--- src/rtl/trapezoid_profile_generator_macros.svh ---
// ----------------------------------------------------------------------------
// Trapezoid profile generator assertion macros
// Shared concurrent assertion forms for the profile generator modules.
// ----------------------------------------------------------------------------
`ifndef TRAPEZOID_PROFILE_GENERATOR_MACROS_SVH
`define TRAPEZOID_PROFILE_GENERATOR_MACROS_SVH

// Same-cycle implication, disabled during reset.
`define TPG_ASSERT_IMPL(lbl, ck, rs, ante, cons) \
  lbl: assert property (@(posedge ck) disable iff (rs) (ante) |-> (cons)) \
    else $error("tpg: same-cycle check failed");

// Next-cycle implication, disabled during reset.
`define TPG_ASSERT_NEXT(lbl, ck, rs, ante, cons) \
  lbl: assert property (@(posedge ck) disable iff (rs) (ante) |=> (cons)) \
    else $error("tpg: next-cycle check failed");

`endif

--- src/rtl/tpg_pkg.sv ---
// ----------------------------------------------------------------------------
// tpg_pkg
// Types, widths and command encodings shared by the profile generator.
// ----------------------------------------------------------------------------
package tpg_pkg;

  localparam int VW    = 24;  // Q8.16 velocity and acceleration
  localparam int TW    = 32;  // Q16.16 time
  localparam int PW    = 17;  // Q1.16 position
  localparam int PRODW = 56;  // multiplier product
  localparam int NUMW  = 56;  // divider numerator / root radicand
  localparam int DENW  = 48;  // divider denominator
  localparam int ROOTW = 28;  // root result
  localparam int CNTW  = 6;

  localparam logic [CNTW-1:0] DIV_STEPS  = 6'd56;
  localparam logic [CNTW-1:0] SQRT_STEPS = 6'd28;

  localparam logic [PW-1:0] POS_ONE  = 17'h10000;
  localparam logic [PW-1:0] POS_HALF = 17'h08000;

  localparam logic OP_START = 1'b0;
  localparam logic OP_TICK  = 1'b1;

  typedef enum logic [2:0] {
    MA_LIMV, MA_LIMA, MA_ACCEL, MA_PEAK, MA_VT
  } ma_t;

  typedef enum logic [1:0] {
    MB_LIMV, MB_T, MB_TD, MB_FLAT
  } mb_t;

  typedef enum logic [2:0] {
    SRC_TA, SRC_AD, SRC_FLAT, SRC_TRI, SRC_SQ_Q, SRC_SQ_PK
  } src_t;

  typedef enum logic [2:0] {
    ST_NONE, ST_TA_Q, ST_AD_Q, ST_FLAT_Q, ST_TA_ROOT, ST_PK_ROOT,
    ST_COMMIT_TRAP, ST_COMMIT_TRI
  } st_op_t;

  typedef enum logic [1:0] {
    TD_HOLD, TD_TA, TD_BASE
  } td_op_t;

  typedef enum logic [2:0] {
    ACC_HOLD, ACC_ZERO, ACC_ONE, ACC_P17, ACC_AD_P16, ACC_SUB_P17, ACC_ADD_P16
  } acc_op_t;

  typedef enum logic [2:0] {
    VEL_HOLD, VEL_ZERO, VEL_VT, VEL_PEAK, VEL_DECEL
  } vel_op_t;

  typedef struct packed {
    logic    latch_dt;
    ma_t     mul_a;
    mb_t     mul_b;
    logic    vv_load;
    logic    av_load;
    logic    unit_go;
    src_t    unit_src;
    st_op_t  st_op;
    td_op_t  td_op;
    logic    vt_load;
    acc_op_t acc_op;
    vel_op_t vel_op;
    logic    adv_time;
    logic    deact;
    logic    out_load;
    logic    res_status;
    logic    res_fin;
  } dp_cmd_t;

  typedef struct packed {
    logic active;
    logic triangle;
    logic t_zero;
    logic t_ge_total;
    logic t_lt_ta;
    logic t_lt_taf;
    logic lim_zero;
    logic is_trap;
    logic busy;
  } dp_stat_t;

endpackage

--- src/rtl/tpg_divsqrt.sv ---
// ----------------------------------------------------------------------------
// tpg_divsqrt
// Shared iterative unit: restoring divide (one quotient bit per cycle) or
// digit-by-digit square root (one root bit per cycle).
// ----------------------------------------------------------------------------
module tpg_divsqrt (
  input  logic                      clk,
  input  logic                      rst,
  input  logic                      go,
  input  logic                      is_sqrt,
  input  logic [tpg_pkg::NUMW-1:0]  num,
  input  logic [tpg_pkg::DENW-1:0]  den,
  output logic                      busy,
  output logic [tpg_pkg::NUMW-1:0]  quot,
  output logic [tpg_pkg::ROOTW-1:0] root
);
  import tpg_pkg::*;

  logic [NUMW-1:0]  n;
  logic [DENW:0]    rem;
  logic [DENW-1:0]  den_r;
  logic [ROOTW-1:0] root_r;
  logic             mode;
  logic [CNTW-1:0]  cnt;

  logic [DENW:0]    shifted;
  logic [DENW+1:0]  diff;
  logic             ge;
  logic [30:0]      srem;
  logic [30:0]      trial;
  logic [31:0]      sdiff;
  logic             sge;

  always_comb begin
    shifted = {rem[DENW-1:0], n[NUMW-1]};
    diff    = {1'b0, shifted} - {2'b00, den_r};
    ge      = ~diff[DENW+1];
    srem    = {rem[28:0], n[NUMW-1:NUMW-2]};
    trial   = {1'b0, root_r, 2'b01};
    sdiff   = {1'b0, srem} - {1'b0, trial};
    sge     = ~sdiff[31];
  end

  always_ff @(posedge clk) begin
    if (rst) begin
      busy <= 1'b0;
      cnt  <= '0;
    end else if (go) begin
      n      <= num;
      rem    <= '0;
      den_r  <= den;
      root_r <= '0;
      mode   <= is_sqrt;
      cnt    <= is_sqrt ? SQRT_STEPS : DIV_STEPS;
      busy   <= 1'b1;
    end else if (busy) begin
      if (mode) begin
        n      <= {n[NUMW-3:0], 2'b00};
        rem    <= sge ? {20'b0, sdiff[28:0]} : {18'b0, srem};
        root_r <= {root_r[ROOTW-2:0], sge};
      end else begin
        n   <= {n[NUMW-2:0], ge};
        rem <= ge ? diff[DENW:0] : shifted;
      end
      cnt <= cnt - 1'b1;
      if (cnt == 6'd1) begin
        busy <= 1'b0;
      end
    end
  end

  assign quot = n;
  assign root = root_r;

endmodule

--- src/rtl/tpg_datapath.sv ---
// ----------------------------------------------------------------------------
// tpg_datapath
// Profile state, shared 24x32 multiplier, accumulator and result register.
// ----------------------------------------------------------------------------
module tpg_datapath (
  input  logic                   clk,
  input  logic                   rst,
  input  tpg_pkg::dp_cmd_t       cmd,
  output tpg_pkg::dp_stat_t      stat,
  input  logic [tpg_pkg::VW-1:0] limv,
  input  logic [tpg_pkg::VW-1:0] lima,
  input  logic [tpg_pkg::TW-1:0] dt_in,
  output logic [47:0]            res_data,  // position[16:0], velocity[40:17]
  output logic [1:0]             res_user   // status[0], finished[1]
);
  import tpg_pkg::*;

  logic [TW-1:0]     elapsed, ta, flat, total, td, dt;
  logic [PW-1:0]     ad;
  logic [VW-1:0]     peak, accel, vt, vel_w;
  logic              triangle, active;
  logic [47:0]       vv, av;
  logic [PRODW-1:0]  p;
  logic signed [42:0] acc;
  logic [PW-1:0]     pos_r;
  logic [VW-1:0]     vel_r;
  logic              status_r, fin_r;

  logic [VW-1:0]     opa;
  logic [TW-1:0]     opb;
  logic [NUMW-1:0]   u_num;
  logic [DENW-1:0]   u_den;
  logic              u_sqrt, u_busy;
  logic [NUMW-1:0]   u_quot;
  logic [ROOTW-1:0]  u_root;
  logic [39:0]       flat_diff;
  logic [TW:0]       taf, tnext, base_diff;
  logic [33:0]       tsum;
  logic [PW-1:0]     pos_c;

  tpg_divsqrt u_unit (
    .clk     (clk),
    .rst     (rst),
    .go      (cmd.unit_go),
    .is_sqrt (u_sqrt),
    .num     (u_num),
    .den     (u_den),
    .busy    (u_busy),
    .quot    (u_quot),
    .root    (u_root)
  );

  always_comb begin
    case (cmd.mul_a)
      MA_LIMV:  opa = limv;
      MA_LIMA:  opa = lima;
      MA_ACCEL: opa = accel;
      MA_PEAK:  opa = peak;
      MA_VT:    opa = vt;
      default:  opa = '0;
    endcase
    case (cmd.mul_b)
      MB_LIMV: opb = {8'b0, limv};
      MB_T:    opb = elapsed;
      MB_TD:   opb = td;
      MB_FLAT: opb = flat;
      default: opb = '0;
    endcase
  end

  always_comb begin
    flat_diff = {lima, 16'b0} - vv[39:0];
    u_num  = '0;
    u_den  = '0;
    u_sqrt = 1'b0;
    case (cmd.unit_src)
      SRC_TA: begin
        u_num = {16'b0, limv, 16'b0};
        u_den = {24'b0, lima};
      end
      SRC_AD: begin
        u_num = {8'b0, vv};
        u_den = {23'b0, lima, 1'b0};
      end
      SRC_FLAT: begin
        u_num = {flat_diff, 16'b0};
        u_den = av;
      end
      SRC_TRI: begin
        u_num = 56'h01_0000_0000_0000;
        u_den = {24'b0, lima};
      end
      SRC_SQ_Q: begin
        u_num  = u_quot;
        u_sqrt = 1'b1;
      end
      SRC_SQ_PK: begin
        u_num  = {16'b0, lima, 16'b0};
        u_sqrt = 1'b1;
      end
      default: begin
        u_num = '0;
      end
    endcase
  end

  always_comb begin
    taf       = {1'b0, ta} + {1'b0, flat};
    tnext     = {1'b0, elapsed} + {1'b0, dt};
    base_diff = {1'b0, elapsed} - (triangle ? {1'b0, ta} : taf);
    tsum      = {1'b0, ta, 1'b0} + {2'b0, flat};
    if (acc[42]) begin
      pos_c = '0;
    end else if (acc > 43'sd65536) begin
      pos_c = POS_ONE;
    end else begin
      pos_c = acc[PW-1:0];
    end
  end

  always_comb begin
    stat.active     = active;
    stat.triangle   = triangle;
    stat.t_zero     = (elapsed == '0);
    stat.t_ge_total = (elapsed >= total);
    stat.t_lt_ta    = (elapsed < ta);
    stat.t_lt_taf   = ({1'b0, elapsed} < taf);
    stat.lim_zero   = (limv == '0) || (lima == '0);
    stat.is_trap    = (vv < {8'b0, lima, 16'b0});
    stat.busy       = u_busy;
  end

  // Profile state.
  always_ff @(posedge clk) begin
    if (rst) begin
      elapsed  <= '0;
      ta       <= '0;
      flat     <= '0;
      total    <= '0;
      ad       <= '0;
      peak     <= '0;
      accel    <= '0;
      triangle <= 1'b0;
      active   <= 1'b0;
    end else begin
      case (cmd.st_op)
        ST_TA_Q:    ta   <= u_quot[TW-1:0];
        ST_AD_Q:    ad   <= u_quot[PW-1:0];
        ST_FLAT_Q:  flat <= (|u_quot[NUMW-1:TW]) ? '1 : u_quot[TW-1:0];
        ST_TA_ROOT: ta   <= {4'b0, u_root};
        ST_PK_ROOT: peak <= u_root[VW-1:0];
        ST_COMMIT_TRAP: begin
          peak     <= limv;
          total    <= (|tsum[33:32]) ? '1 : tsum[TW-1:0];
          triangle <= 1'b0;
          accel    <= lima;
          elapsed  <= '0;
          active   <= 1'b1;
        end
        ST_COMMIT_TRI: begin
          ad       <= POS_HALF;
          flat     <= '0;
          total    <= {ta[TW-2:0], 1'b0};
          triangle <= 1'b1;
          accel    <= lima;
          elapsed  <= '0;
          active   <= 1'b1;
        end
        default: begin
        end
      endcase
      if (cmd.adv_time) begin
        elapsed <= (tnext >= {1'b0, total}) ? total : tnext[TW-1:0];
      end
      if (cmd.deact) begin
        active <= 1'b0;
      end
    end
  end

  // Working registers.
  always_ff @(posedge clk) begin
    p <= PRODW'(opa) * PRODW'(opb);
    if (cmd.latch_dt) dt <= dt_in;
    if (cmd.vv_load) vv <= p[47:0];
    if (cmd.av_load) av <= p[47:0];
    // The running velocity stays below 2^24 for every reachable state.
    if (cmd.vt_load) vt <= p[39:16];
    case (cmd.td_op)
      TD_TA:   td <= elapsed - ta;
      TD_BASE: td <= base_diff[TW-1:0];
      default: begin
      end
    endcase
    case (cmd.acc_op)
      ACC_ZERO:    acc <= '0;
      ACC_ONE:     acc <= 43'sd65536;
      ACC_P17:     acc <= $signed({4'b0, p[PRODW-1:17]});
      ACC_AD_P16:  acc <= $signed({26'b0, ad}) + $signed({3'b0, p[PRODW-1:16]});
      ACC_SUB_P17: acc <= acc - $signed({4'b0, p[PRODW-1:17]});
      ACC_ADD_P16: acc <= acc + $signed({3'b0, p[PRODW-1:16]});
      default: begin
      end
    endcase
    case (cmd.vel_op)
      VEL_ZERO:  vel_w <= '0;
      VEL_VT:    vel_w <= vt;
      VEL_PEAK:  vel_w <= peak;
      VEL_DECEL: vel_w <= (peak > vt) ? (peak - vt) : '0;
      default: begin
      end
    endcase
    if (cmd.out_load) begin
      pos_r    <= pos_c;
      vel_r    <= vel_w;
      status_r <= cmd.res_status;
      fin_r    <= cmd.res_fin;
    end
  end

  assign res_data = {7'b0, vel_r, pos_r};
  assign res_user = {fin_r, status_r};

endmodule

--- src/rtl/tpg_ctrl.sv ---
// ----------------------------------------------------------------------------
// tpg_ctrl
// Sequencer: decodes each request and steps the datapath through the start
// derivation or the tick evaluation, then hands the result to the output.
// ----------------------------------------------------------------------------
`include "trapezoid_profile_generator_macros.svh"

module tpg_ctrl (
  input  logic              clk,
  input  logic              rst,
  input  logic              s_tvalid,
  input  logic              s_opcode,
  output logic              s_tready,
  output logic              m_tvalid,
  input  logic              m_tready,
  output tpg_pkg::dp_cmd_t  cmd,
  input  tpg_pkg::dp_stat_t stat
);
  import tpg_pkg::*;

  typedef enum logic [4:0] {
    S_IDLE, S_DEC, S_ST_VV, S_ST_AV, S_ST_CLS,
    S_TR_TA, S_TR_TAW, S_TR_AD, S_TR_ADW, S_TR_FL, S_TR_FLW, S_TR_CM,
    S_TG_DIV, S_TG_DIVW, S_TG_SQW, S_TG_PKW, S_TG_CM,
    S_TA1, S_TA2, S_TA3, S_TA4,
    S_TF0, S_TF1, S_TF2,
    S_TD0, S_TD1, S_TD2, S_TD3, S_TD4, S_TD5,
    S_WB
  } state_t;

  state_t state, state_next;
  logic   opcode;
  logic   res_status, res_fin;
  logic   res_status_next, res_fin_next;
  logic   accept;
  logic   start_reject;

  assign s_tready     = (state == S_IDLE);
  assign accept       = s_tvalid && s_tready;
  assign start_reject = (state == S_DEC) && (opcode == OP_START) && stat.lim_zero;

  always_comb begin
    cmd = '0;
    cmd.res_status  = res_status;
    cmd.res_fin     = res_fin;
    cmd.latch_dt    = accept;
    state_next      = state;
    res_status_next = res_status;
    res_fin_next    = res_fin;
    case (state)
      S_IDLE: begin
        if (accept) state_next = S_DEC;
      end
      S_DEC: begin
        res_status_next = 1'b0;
        res_fin_next    = 1'b0;
        if (opcode == OP_START) begin
          cmd.acc_op = ACC_ZERO;
          cmd.vel_op = VEL_ZERO;
          if (stat.lim_zero) begin
            res_status_next = 1'b1;
            res_fin_next    = ~stat.active;
            state_next      = S_WB;
          end else begin
            state_next = S_ST_VV;
          end
        end else if (!stat.active) begin
          cmd.acc_op   = ACC_ONE;
          cmd.vel_op   = VEL_ZERO;
          res_fin_next = 1'b1;
          state_next   = S_WB;
        end else if (stat.t_ge_total && !stat.t_zero) begin
          cmd.acc_op   = ACC_ONE;
          cmd.vel_op   = VEL_ZERO;
          cmd.deact    = 1'b1;
          res_fin_next = 1'b1;
          state_next   = S_WB;
        end else if (stat.t_zero) begin
          cmd.acc_op   = ACC_ZERO;
          cmd.vel_op   = VEL_ZERO;
          cmd.adv_time = 1'b1;
          state_next   = S_WB;
        end else if (stat.t_lt_ta) begin
          state_next = S_TA1;
        end else if (!stat.triangle && stat.t_lt_taf) begin
          state_next = S_TF0;
        end else begin
          state_next = S_TD0;
        end
      end
      S_ST_VV: begin
        cmd.mul_a  = MA_LIMV;
        cmd.mul_b  = MB_LIMV;
        state_next = S_ST_AV;
      end
      S_ST_AV: begin
        cmd.vv_load = 1'b1;
        cmd.mul_a   = MA_LIMA;
        cmd.mul_b   = MB_LIMV;
        state_next  = S_ST_CLS;
      end
      S_ST_CLS: begin
        cmd.av_load = 1'b1;
        state_next  = stat.is_trap ? S_TR_TA : S_TG_DIV;
      end
      S_TR_TA: begin
        cmd.unit_go  = 1'b1;
        cmd.unit_src = SRC_TA;
        state_next   = S_TR_TAW;
      end
      S_TR_TAW: begin
        if (!stat.busy) begin
          cmd.st_op  = ST_TA_Q;
          state_next = S_TR_AD;
        end
      end
      S_TR_AD: begin
        cmd.unit_go  = 1'b1;
        cmd.unit_src = SRC_AD;
        state_next   = S_TR_ADW;
      end
      S_TR_ADW: begin
        if (!stat.busy) begin
          cmd.st_op  = ST_AD_Q;
          state_next = S_TR_FL;
        end
      end
      S_TR_FL: begin
        cmd.unit_go  = 1'b1;
        cmd.unit_src = SRC_FLAT;
        state_next   = S_TR_FLW;
      end
      S_TR_FLW: begin
        if (!stat.busy) begin
          cmd.st_op  = ST_FLAT_Q;
          state_next = S_TR_CM;
        end
      end
      S_TR_CM: begin
        cmd.st_op  = ST_COMMIT_TRAP;
        state_next = S_WB;
      end
      S_TG_DIV: begin
        cmd.unit_go  = 1'b1;
        cmd.unit_src = SRC_TRI;
        state_next   = S_TG_DIVW;
      end
      S_TG_DIVW: begin
        // The quotient feeds straight back in as the radicand.
        if (!stat.busy) begin
          cmd.unit_go  = 1'b1;
          cmd.unit_src = SRC_SQ_Q;
          state_next   = S_TG_SQW;
        end
      end
      S_TG_SQW: begin
        if (!stat.busy) begin
          cmd.st_op    = ST_TA_ROOT;
          cmd.unit_go  = 1'b1;
          cmd.unit_src = SRC_SQ_PK;
          state_next   = S_TG_PKW;
        end
      end
      S_TG_PKW: begin
        if (!stat.busy) begin
          cmd.st_op  = ST_PK_ROOT;
          state_next = S_TG_CM;
        end
      end
      S_TG_CM: begin
        cmd.st_op  = ST_COMMIT_TRI;
        state_next = S_WB;
      end
      S_TA1: begin
        cmd.mul_a  = MA_ACCEL;
        cmd.mul_b  = MB_T;
        state_next = S_TA2;
      end
      S_TA2: begin
        cmd.vt_load = 1'b1;
        state_next  = S_TA3;
      end
      S_TA3: begin
        cmd.mul_a  = MA_VT;
        cmd.mul_b  = MB_T;
        state_next = S_TA4;
      end
      S_TA4: begin
        cmd.acc_op   = ACC_P17;
        cmd.vel_op   = VEL_VT;
        cmd.adv_time = 1'b1;
        state_next   = S_WB;
      end
      S_TF0: begin
        cmd.td_op  = TD_TA;
        state_next = S_TF1;
      end
      S_TF1: begin
        cmd.mul_a  = MA_PEAK;
        cmd.mul_b  = MB_TD;
        state_next = S_TF2;
      end
      S_TF2: begin
        cmd.acc_op   = ACC_AD_P16;
        cmd.vel_op   = VEL_PEAK;
        cmd.adv_time = 1'b1;
        state_next   = S_WB;
      end
      S_TD0: begin
        cmd.td_op  = TD_BASE;
        state_next = S_TD1;
      end
      S_TD1: begin
        cmd.mul_a  = MA_ACCEL;
        cmd.mul_b  = MB_TD;
        state_next = S_TD2;
      end
      S_TD2: begin
        cmd.vt_load = 1'b1;
        cmd.mul_a   = MA_PEAK;
        cmd.mul_b   = MB_TD;
        state_next  = S_TD3;
      end
      S_TD3: begin
        cmd.acc_op = ACC_AD_P16;
        cmd.mul_a  = MA_VT;
        cmd.mul_b  = MB_TD;
        state_next = S_TD4;
      end
      S_TD4: begin
        cmd.acc_op = ACC_SUB_P17;
        cmd.mul_a  = MA_PEAK;
        cmd.mul_b  = MB_FLAT;
        state_next = S_TD5;
      end
      S_TD5: begin
        if (!stat.triangle) cmd.acc_op = ACC_ADD_P16;
        cmd.vel_op   = VEL_DECEL;
        cmd.adv_time = 1'b1;
        state_next   = S_WB;
      end
      S_WB: begin
        if (!m_tvalid || m_tready) begin
          cmd.out_load = 1'b1;
          state_next   = S_IDLE;
        end
      end
      default: begin
        state_next = S_IDLE;
      end
    endcase
  end

  always_ff @(posedge clk) begin
    if (rst) begin
      state      <= S_IDLE;
      opcode     <= OP_START;
      res_status <= 1'b0;
      res_fin    <= 1'b0;
      m_tvalid   <= 1'b0;
    end else begin
      state      <= state_next;
      res_status <= res_status_next;
      res_fin    <= res_fin_next;
      if (accept) opcode <= s_opcode;
      if (cmd.out_load) begin
        m_tvalid <= 1'b1;
      end else if (m_tready) begin
        m_tvalid <= 1'b0;
      end
    end
  end

  `TPG_ASSERT_IMPL(a_go_when_free, clk, rst, cmd.unit_go, !stat.busy)
  `TPG_ASSERT_IMPL(a_no_overwrite, clk, rst, cmd.out_load, !m_tvalid || m_tready)
  `TPG_ASSERT_NEXT(a_reject_flag, clk, rst, start_reject, res_status)

endmodule

--- src/rtl/trapezoid_profile_generator.sv ---
// ----------------------------------------------------------------------------
// trapezoid_profile_generator
// Normalized trapezoidal / triangular motion profile over unit distance.
//
// Requests enter on the s_ stream: s_tuser selects start (0) or tick (1),
// s_tdata carries the tick duration in Q16.16. Every request yields exactly
// one result on the m_ stream: position Q1.16 and velocity Q8.16 in m_tdata,
// status and finished in m_tuser. The limits are written over the APB port
// at address 0 (velocity) and 4 (acceleration); the user must write them only
// while no request is in flight, and the block itself does not enforce this.
// One request is worked at a time. A trapezoid start runs three 56-step
// divides in the shared divide/root unit and a triangle start one divide and
// two 28-step roots. A tick answers directly when inactive, finished or at
// time zero, and otherwise evaluates the accelerating, flat or decelerating
// segment. s_tready returns in the cycle after the result is loaded. A
// stalled receiver holds the result and only delays the following one.
// Reset clears the profile to inactive and sets both limits to 1.0.
// ----------------------------------------------------------------------------
module trapezoid_profile_generator (
  input  logic        clk,
  input  logic        rst,
  input  logic        s_tvalid,
  output logic        s_tready,
  input  logic [31:0] s_tdata,   // time_step[31:0]
  input  logic        s_tuser,   // opcode[0]
  output logic        m_tvalid,
  input  logic        m_tready,
  output logic [47:0] m_tdata,   // position[16:0], velocity[40:17], zero pad
  output logic [1:0]  m_tuser,   // status[0], finished[1]
  input  logic        psel,
  input  logic        penable,
  input  logic        pwrite,
  input  logic [2:0]  paddr,
  input  logic [31:0] pwdata,
  output logic [31:0] prdata,
  output logic        pready
);
  import tpg_pkg::*;

  logic [VW-1:0] velocity_limit, accel_limit;
  dp_cmd_t       cmd;
  dp_stat_t      stat;

  assign pready = 1'b1;

  always_ff @(posedge clk) begin
    if (rst) begin
      velocity_limit <= 24'h010000;
      accel_limit    <= 24'h010000;
    end else if (psel && penable && pwrite) begin
      if (paddr[2]) begin
        accel_limit <= pwdata[VW-1:0];
      end else begin
        velocity_limit <= pwdata[VW-1:0];
      end
    end
  end

  assign prdata = paddr[2] ? {8'b0, accel_limit} : {8'b0, velocity_limit};

  tpg_ctrl u_ctrl (
    .clk      (clk),
    .rst      (rst),
    .s_tvalid (s_tvalid),
    .s_opcode (s_tuser),
    .s_tready (s_tready),
    .m_tvalid (m_tvalid),
    .m_tready (m_tready),
    .cmd      (cmd),
    .stat     (stat)
  );

  tpg_datapath u_dp (
    .clk      (clk),
    .rst      (rst),
    .cmd      (cmd),
    .stat     (stat),
    .limv     (velocity_limit),
    .lima     (accel_limit),
    .dt_in    (s_tdata),
    .res_data (m_tdata),
    .res_user (m_tuser)
  );

endmodule

--- config.mk ---
export PLATFORM = sky130hd
export DESIGN_NAME = trapezoid_profile_generator
export DESIGN_NICKNAME = d
export VERILOG_FILES = /design/src/rtl/tpg_pkg.sv /design/src/rtl/tpg_divsqrt.sv /design/src/rtl/tpg_datapath.sv /design/src/rtl/tpg_ctrl.sv /design/src/rtl/trapezoid_profile_generator.sv
export VERILOG_INCLUDE_DIRS = /design/src /design/src/rtl
export SDC_FILE = /design/constraint.sdc
export NUM_CORES = 2
export LEC_CHECK = 0
export BUFFER_PORTS_ARGS = -buffer_cell sky130_fd_sc_hd__buf_2
export CAP_MARGIN = 20
export CORE_MARGIN = 2
export CORE_UTILIZATION = 50
export DETAILED_ROUTE_END_ITERATION = 8
export HOLD_SLACK_MARGIN = 0.12
export PLACE_DENSITY = 0.66
export SLEW_MARGIN = 10
export SYNTH_ARGS = -nofsm -noshare
export SYNTH_HDL_FRONTEND = slang
export SYNTH_HIERARCHICAL = 1
export SYNTH_SLANG_ARGS = --single-unit
--- constraint.sdc ---
create_clock -name clk -period 18.15 [get_ports clk]
set_input_delay 3.63 -clock clk [delete_from_list [all_inputs] [get_ports clk]]
set_output_delay 3.63 -clock clk [all_outputs]
set_load 0.02 [all_outputs]
# Word level (Yosys, flattened, before mapping)
# Index checks and enable logic that the tools add are counted.
[classes]
add_sub_neg = 13
mul = 1
n_lt_le_gt_ge = 7
eq_ne = 71
mux = 89
bitwise_logic = 5
n_reduce_logical = 47
[op_table]
columns = ["op", "count"]
rows = [
  ["56-bit case mux with 6 select lines", 1],
  ["43-bit case mux with 6 select lines", 1],
  ["32-bit case mux with 2 select lines", 4],
  ["32-bit two-way mux", 6],
  ["56-bit two-way mux", 3],
  ["48-bit two-way mux", 3],
  ["48-bit case mux with 3 select lines", 1],
  ["5-bit case mux with 27 select lines", 1],
  ["32-bit case mux with 4 select lines", 1],
  ["24-bit case mux with 5 select lines", 1],
  ["24-bit case mux with 4 select lines", 1],
  ["5-bit equality test (second input constant)", 15],
  ["5-bit two-way mux", 14],
  ["32-bit by 32-bit adder with 33-bit output", 2],
  ["32-bit subtractor", 2],
  ["24-bit by 32-bit multiplier with 56-bit output", 1],
  ["28-bit two-way mux", 2],
  ["49-bit by 48-bit subtractor with 50-bit output", 1],
  ["24-bit zero test", 2],
  ["48-bit by 40-bit < comparator with 1-bit output", 1],
  ["24-bit two-way mux", 2],
  ["24-bit case mux with 2 select lines", 1],
  ["43-bit by 41-bit adder with 43-bit output", 1],
  ["43-bit by 18-bit > comparator with 1-bit output (second input constant)", 1],
  ["57 further kinds", 165],
]
[word_totals]
reg_bits = 790
output_inout_bits = 85
wordCells = 269

# Longest topological paths before layout
[logic_depth]
ltp_word = 10
mapped_depth = 43
mapped_depth_nobuf = 37

# By module
# The synthesis kept the hierarchy.
[modules_own_cells]
columns = ["mod", "instances", "cells_per_inst", "area_per_inst_um2", "seq_area_each_um2"]
rows = [
  ["tpg_datapath", 1, 7381, 64080.2, 13853.3],
  ["tpg_divsqrt", 1, 1339, 13022.5, 5575.3],
  ["trapezoid_profile_generator", 1, 223, 2372.3, 960.9],
  ["tpg_ctrl", 1, 183, 1196.1, 180.2],
]

# Worst setup path after synthesis
# No wires, ideal clock.
[synth_timing]
kind = "register -> register"
start = "reg u_ctrl.state[1]"
end = "reg u_dp.p[48]"
t_arrival_ps = 12706
slack_ps = 5372
stages_incl_launch_ff = 36
n_path_buf = 5
period_less_slack_ps = 12778
path_cell_list = "dfxtp_1 > buf_2 > buf_2 > nand2_1 > nor3_1 > nand2b_1 > nor2_1 > and2_1 > clkbuf_1 > clkbuf_1 > nand2_1 > o21ai_0 > a221oi_1 > clkbuf_1 > nor2_1 > fa_1 > fa_1 > fa_1 > fa_1 > fa_1 > fa_1 > inv_1 > fa_1 > inv_1 > ha_1 > a21o_1 > a21o_1 > a2111oi_0 > nor2_1 > a31oi_1 > o211ai_1 > a31oi_1 > o21ai_0 > or2_2 > a221oi_1 > xnor2_1"
[synth_lines]
columns = ["element", "line_no", "text"]
rows = [
  ["from (decl)", "tpg_ctrl.sv:31", "state_t state, state_next;"],
  ["from (signal assigned)", "tpg_ctrl.sv:262", "state <= state_next;"],
  ["to (signal assigned)", "tpg_datapath.sv:183", "p <= PRODW'(opa) * PRODW'(opb);"],
  ["to (decl)", "tpg_datapath.sv:23", "logic [PRODW-1:0] p;"],
]

==> impl_metrics.py <==
metrics = {
    "run_status": {
        "status": "finished clean",
    },
    "yosys": {
        "syn_area_sq_um": 80670,
        "yosysMostFrequentCell": "inv_1",
        "syn_area_per_cell_sq_um": 8.840,
        "yosys_warnings": 6,
        "synthTopCellsByCount": "inv_1, nand2_1, nor2_1, fa_1, ha_1",
        "synth-edff-count": 475,
        "synth_cell_type_count": 114,
        "async_reset_ff_frac": 0,
        "synth-seq-area-share": 0.2550,
        "synth_top_area_share": 0.1768,
        "synthCells": 9126,
        "synth_flop_cell": "edfxtp_1",
        "yosysTopAreaCell": "edfxtp_1",
        "synthTopCellsByArea": "edfxtp_1, fa_1, ha_1",
        "synth_seq_cells": 790,
    },
    "placed_design": {
        "gp_congestion": 1.036,
        "dpl_worst_slack_ps": 6331,
        "io_buffers": 133,
        "place_area_sq_um": 83970,
        "hpwl_um": 231500,
    },
    "drt": {
        "wl_met3_um": 34410,
        "post_drt_wl_per_cell_um": 26.59,
        "wl_um": 301300,
        "vias": 70630,
        "first_pass_iters": 7,
        "wl_met2_um": 127900,
        "first_iter_violations": 8133,
        "drc": 0,
        "wl_met1_um": 113800,
        "ant_nets": 0,
        "viasPerCell": 6.233,
        "top_layer": "met5",
    },
    "grt": {
        "grt_pass1_vias": 68630,
        "antenna_found_initial": 23,
        "grt_max_degree": 110,
        "grt_pass1_wl_um": 442000,
        "track_usage": 0.3629,
        "overflow": 0,
    },
    "worst_setup_path": {
        "max_stage_delay_ps": 1170,
        "r2r-start": "u_ctrl/state[1]",
        "crit_path_frequent_cell": "fa_1",
        "reg2reg_slack_ps": 5940,
        "regToRegEndpoint": "u_dp/p[55]",
        "required_ps": 18780,
        "critPathCaptureType": "flop",
        "critical_path_arrival_ps": 12840,
        "slowest_stage": "o21ai_0",
        "cp-start-kind": "flop",
        "rr_worst_depth": 34,
        "crit_fanout": 49,
        "critical_path_class": "flop to flop",
    },
    "min_path": {
        "hold_depth": 0,
        "min_from": "u_dp/p[9]",
        "min_to": "u_dp/vv[9]",
        "min_path_type": "flop to flop",
    },
    "finish": {
        "stdcell_area_sq_um": 87030,
        "fill_cells": 14830,
        "nets": 10480,
        "area_delta_synth_final_pct": 7.881,
        "drive_gt1_frac": 0.07714,
    },
    "cts": {
        "hold_buffers": 0,
        "worstSkewPairLatency_ps": 750,
        "numCtsBuffers": 90,
        "ctsRootBufferMaster": "clkbuf_16",
        "post-cts-setup-buffer-count": 0,
        "cts_tree": "built",
        "cts_buffer_depth": 3,
        "cts.clk_slew.worst_paths_ps": 60,
        "htreeDepth": 3,
        "clock_sinks": 790,
        "postCtsResizedCells": 0,
    },
    "timing": {
        "fmax_ghz": 0.08193,
        "setup_viol": 0,
        "tightest_slew_ps": 1267,
        "drv_slew": 0,
        "finalClockSkew_ps": 63.09,
        "max_slew_margin": 0.1556,
        "finalCritPeriodShare": 0.6725,
        "hold_viol_final": 0,
        "final.min_clock_period_ps": 12210,
        "whs_ps": 412.6,
        "worst_slack_ps": 5944,
        "rsz0062_at_grt": "false",
        "final.setup.tns_ps": 0,
    },
    "power_and_ir_drop": {
        "irDropWorstVdd_mv": 0.1121,
        "power.density_nw_per_um2": 124.6,
        "leakagePower_nw": 38.04,
        "total_power_mw": 10.84,
    },
    "die": {
        "io_pins": 160,
        "core_sq_um": 160400,
        "start_util": 0.5030,
        "row_count": 147,
        "die_x_um": 405.7,
        "die-area_sq_um": 164600,
        "die_height_um": 405.7,
    },
    "run": {
        "timing.max_cap.violations": 0,
    },
}
## layer usage
metal | track usage | vias up
li1 | - | 31280
met1 | 0.4578 | 34500
met2 | 0.5412 | 3917
met3 | 0.09681 | 928
met4 | 0.2525 | 8
met5 | 0 | -
## layout make-up
cell class | count | area, sq um | area share
sequential | 790 | 20570 | 0.2364
clock buffer | 121 | 2524 | 0.02900
timing repair buffer | 327 | 2140 | 0.02458
tap | 2160 | 2703 | 0.03105
inverter | 1097 | 4120 | 0.04734
clock inverter | 47 | 506.7 | 0.005823
multi-input combinational | 6783 | 54450 | 0.6257
antenna | 6 | 15.01 | 0.0001725
## power by group
part | total (mW) | switching, mW | internal [mW] | leakage (nW)
registers | 2.90 | 0.492 | 2.41 | 6.90
clock network | 1.90 | 0.818 | 1.08 | 1.49
logic | 6.04 | 3.88 | 2.16 | 29.7
total | 10.8 | 5.19 | 5.65 | 38.0
## worst max-delay path: cells and delay by family (launching register included)
family / cells / cell delay (ps)
AO/OA/AOI/OAI: 6 / 2930
flip-flops: 1 / 470
buffers and inverters: 8 / 1550
AND/OR/NAND/NOR: 12 / 3040
adder cells (fa/ha/maj): 8 / 4070
## through the flow
step | util | std cells
6_report | 0.5426 | 11330
5_1_grt | 0.5425 | 11330
4_1_cts | 0.5424 | 11320
3_5_place_dp | 0.5235 | 11160
3_3_place_gp | 0.5234 | 11150
2_1_floorplan | - | 9139
## sequential cells by signal (all words and copies together), names as in the netlist, 28 cells and up
name and count:
u_dp/p 56, u_dp/u_unit/quot 56, u_dp/av 48, u_dp/u_unit/den_r 48, u_dp/u_unit/rem 48, u_dp/vv 48, u_dp/acc 43, u_dp/dt 32
u_dp/elapsed 32, u_dp/flat 32, u_dp/ta 32, u_dp/td 32, u_dp/total 32, u_dp/u_unit/root 28
## cell usage in the layout (no fill, tap or decap), drive strengths merged, types with 154 or more instances in the layout
master  count
xor2      154
xnor2     233
o21ai     457
mux2i     196
nand2     927
a21o      235
edfxtp    475
nor2      864
buf       327
inv      1099
a21oi     597
fa        667
ha        647
dfxtp     315
## kinds of logic after synthesis
group | synth area share
adder cells (fa/ha/maj) | 0.2659
AND/OR/NAND/NOR | 0.1475
buffers and inverters | 0.07556
AO/OA/AOI/OAI | 0.1745
flip-flops | 0.2550
XOR/XNOR | 0.04202
multiplexers | 0.03940
other | 0.0001396
## worst max path at each step
stage                 endpoint  depth (start not counted)  slack, ps       startpoint
floorplan           u_dp/p[48]                         35       5370  u_ctrl/state[1]
global placement    u_dp/p[55]                         32       6400  u_ctrl/state[3]
detailed placement  u_dp/p[55]                         32       6330  u_ctrl/state[3]
CTS                 u_dp/p[55]                         32       6330  u_ctrl/state[3]
global route        u_dp/p[55]                         31       5670  u_ctrl/state[1]
finish              u_dp/p[55]                         34       5940  u_ctrl/state[1]
Power figures use the tool's default switching activity.
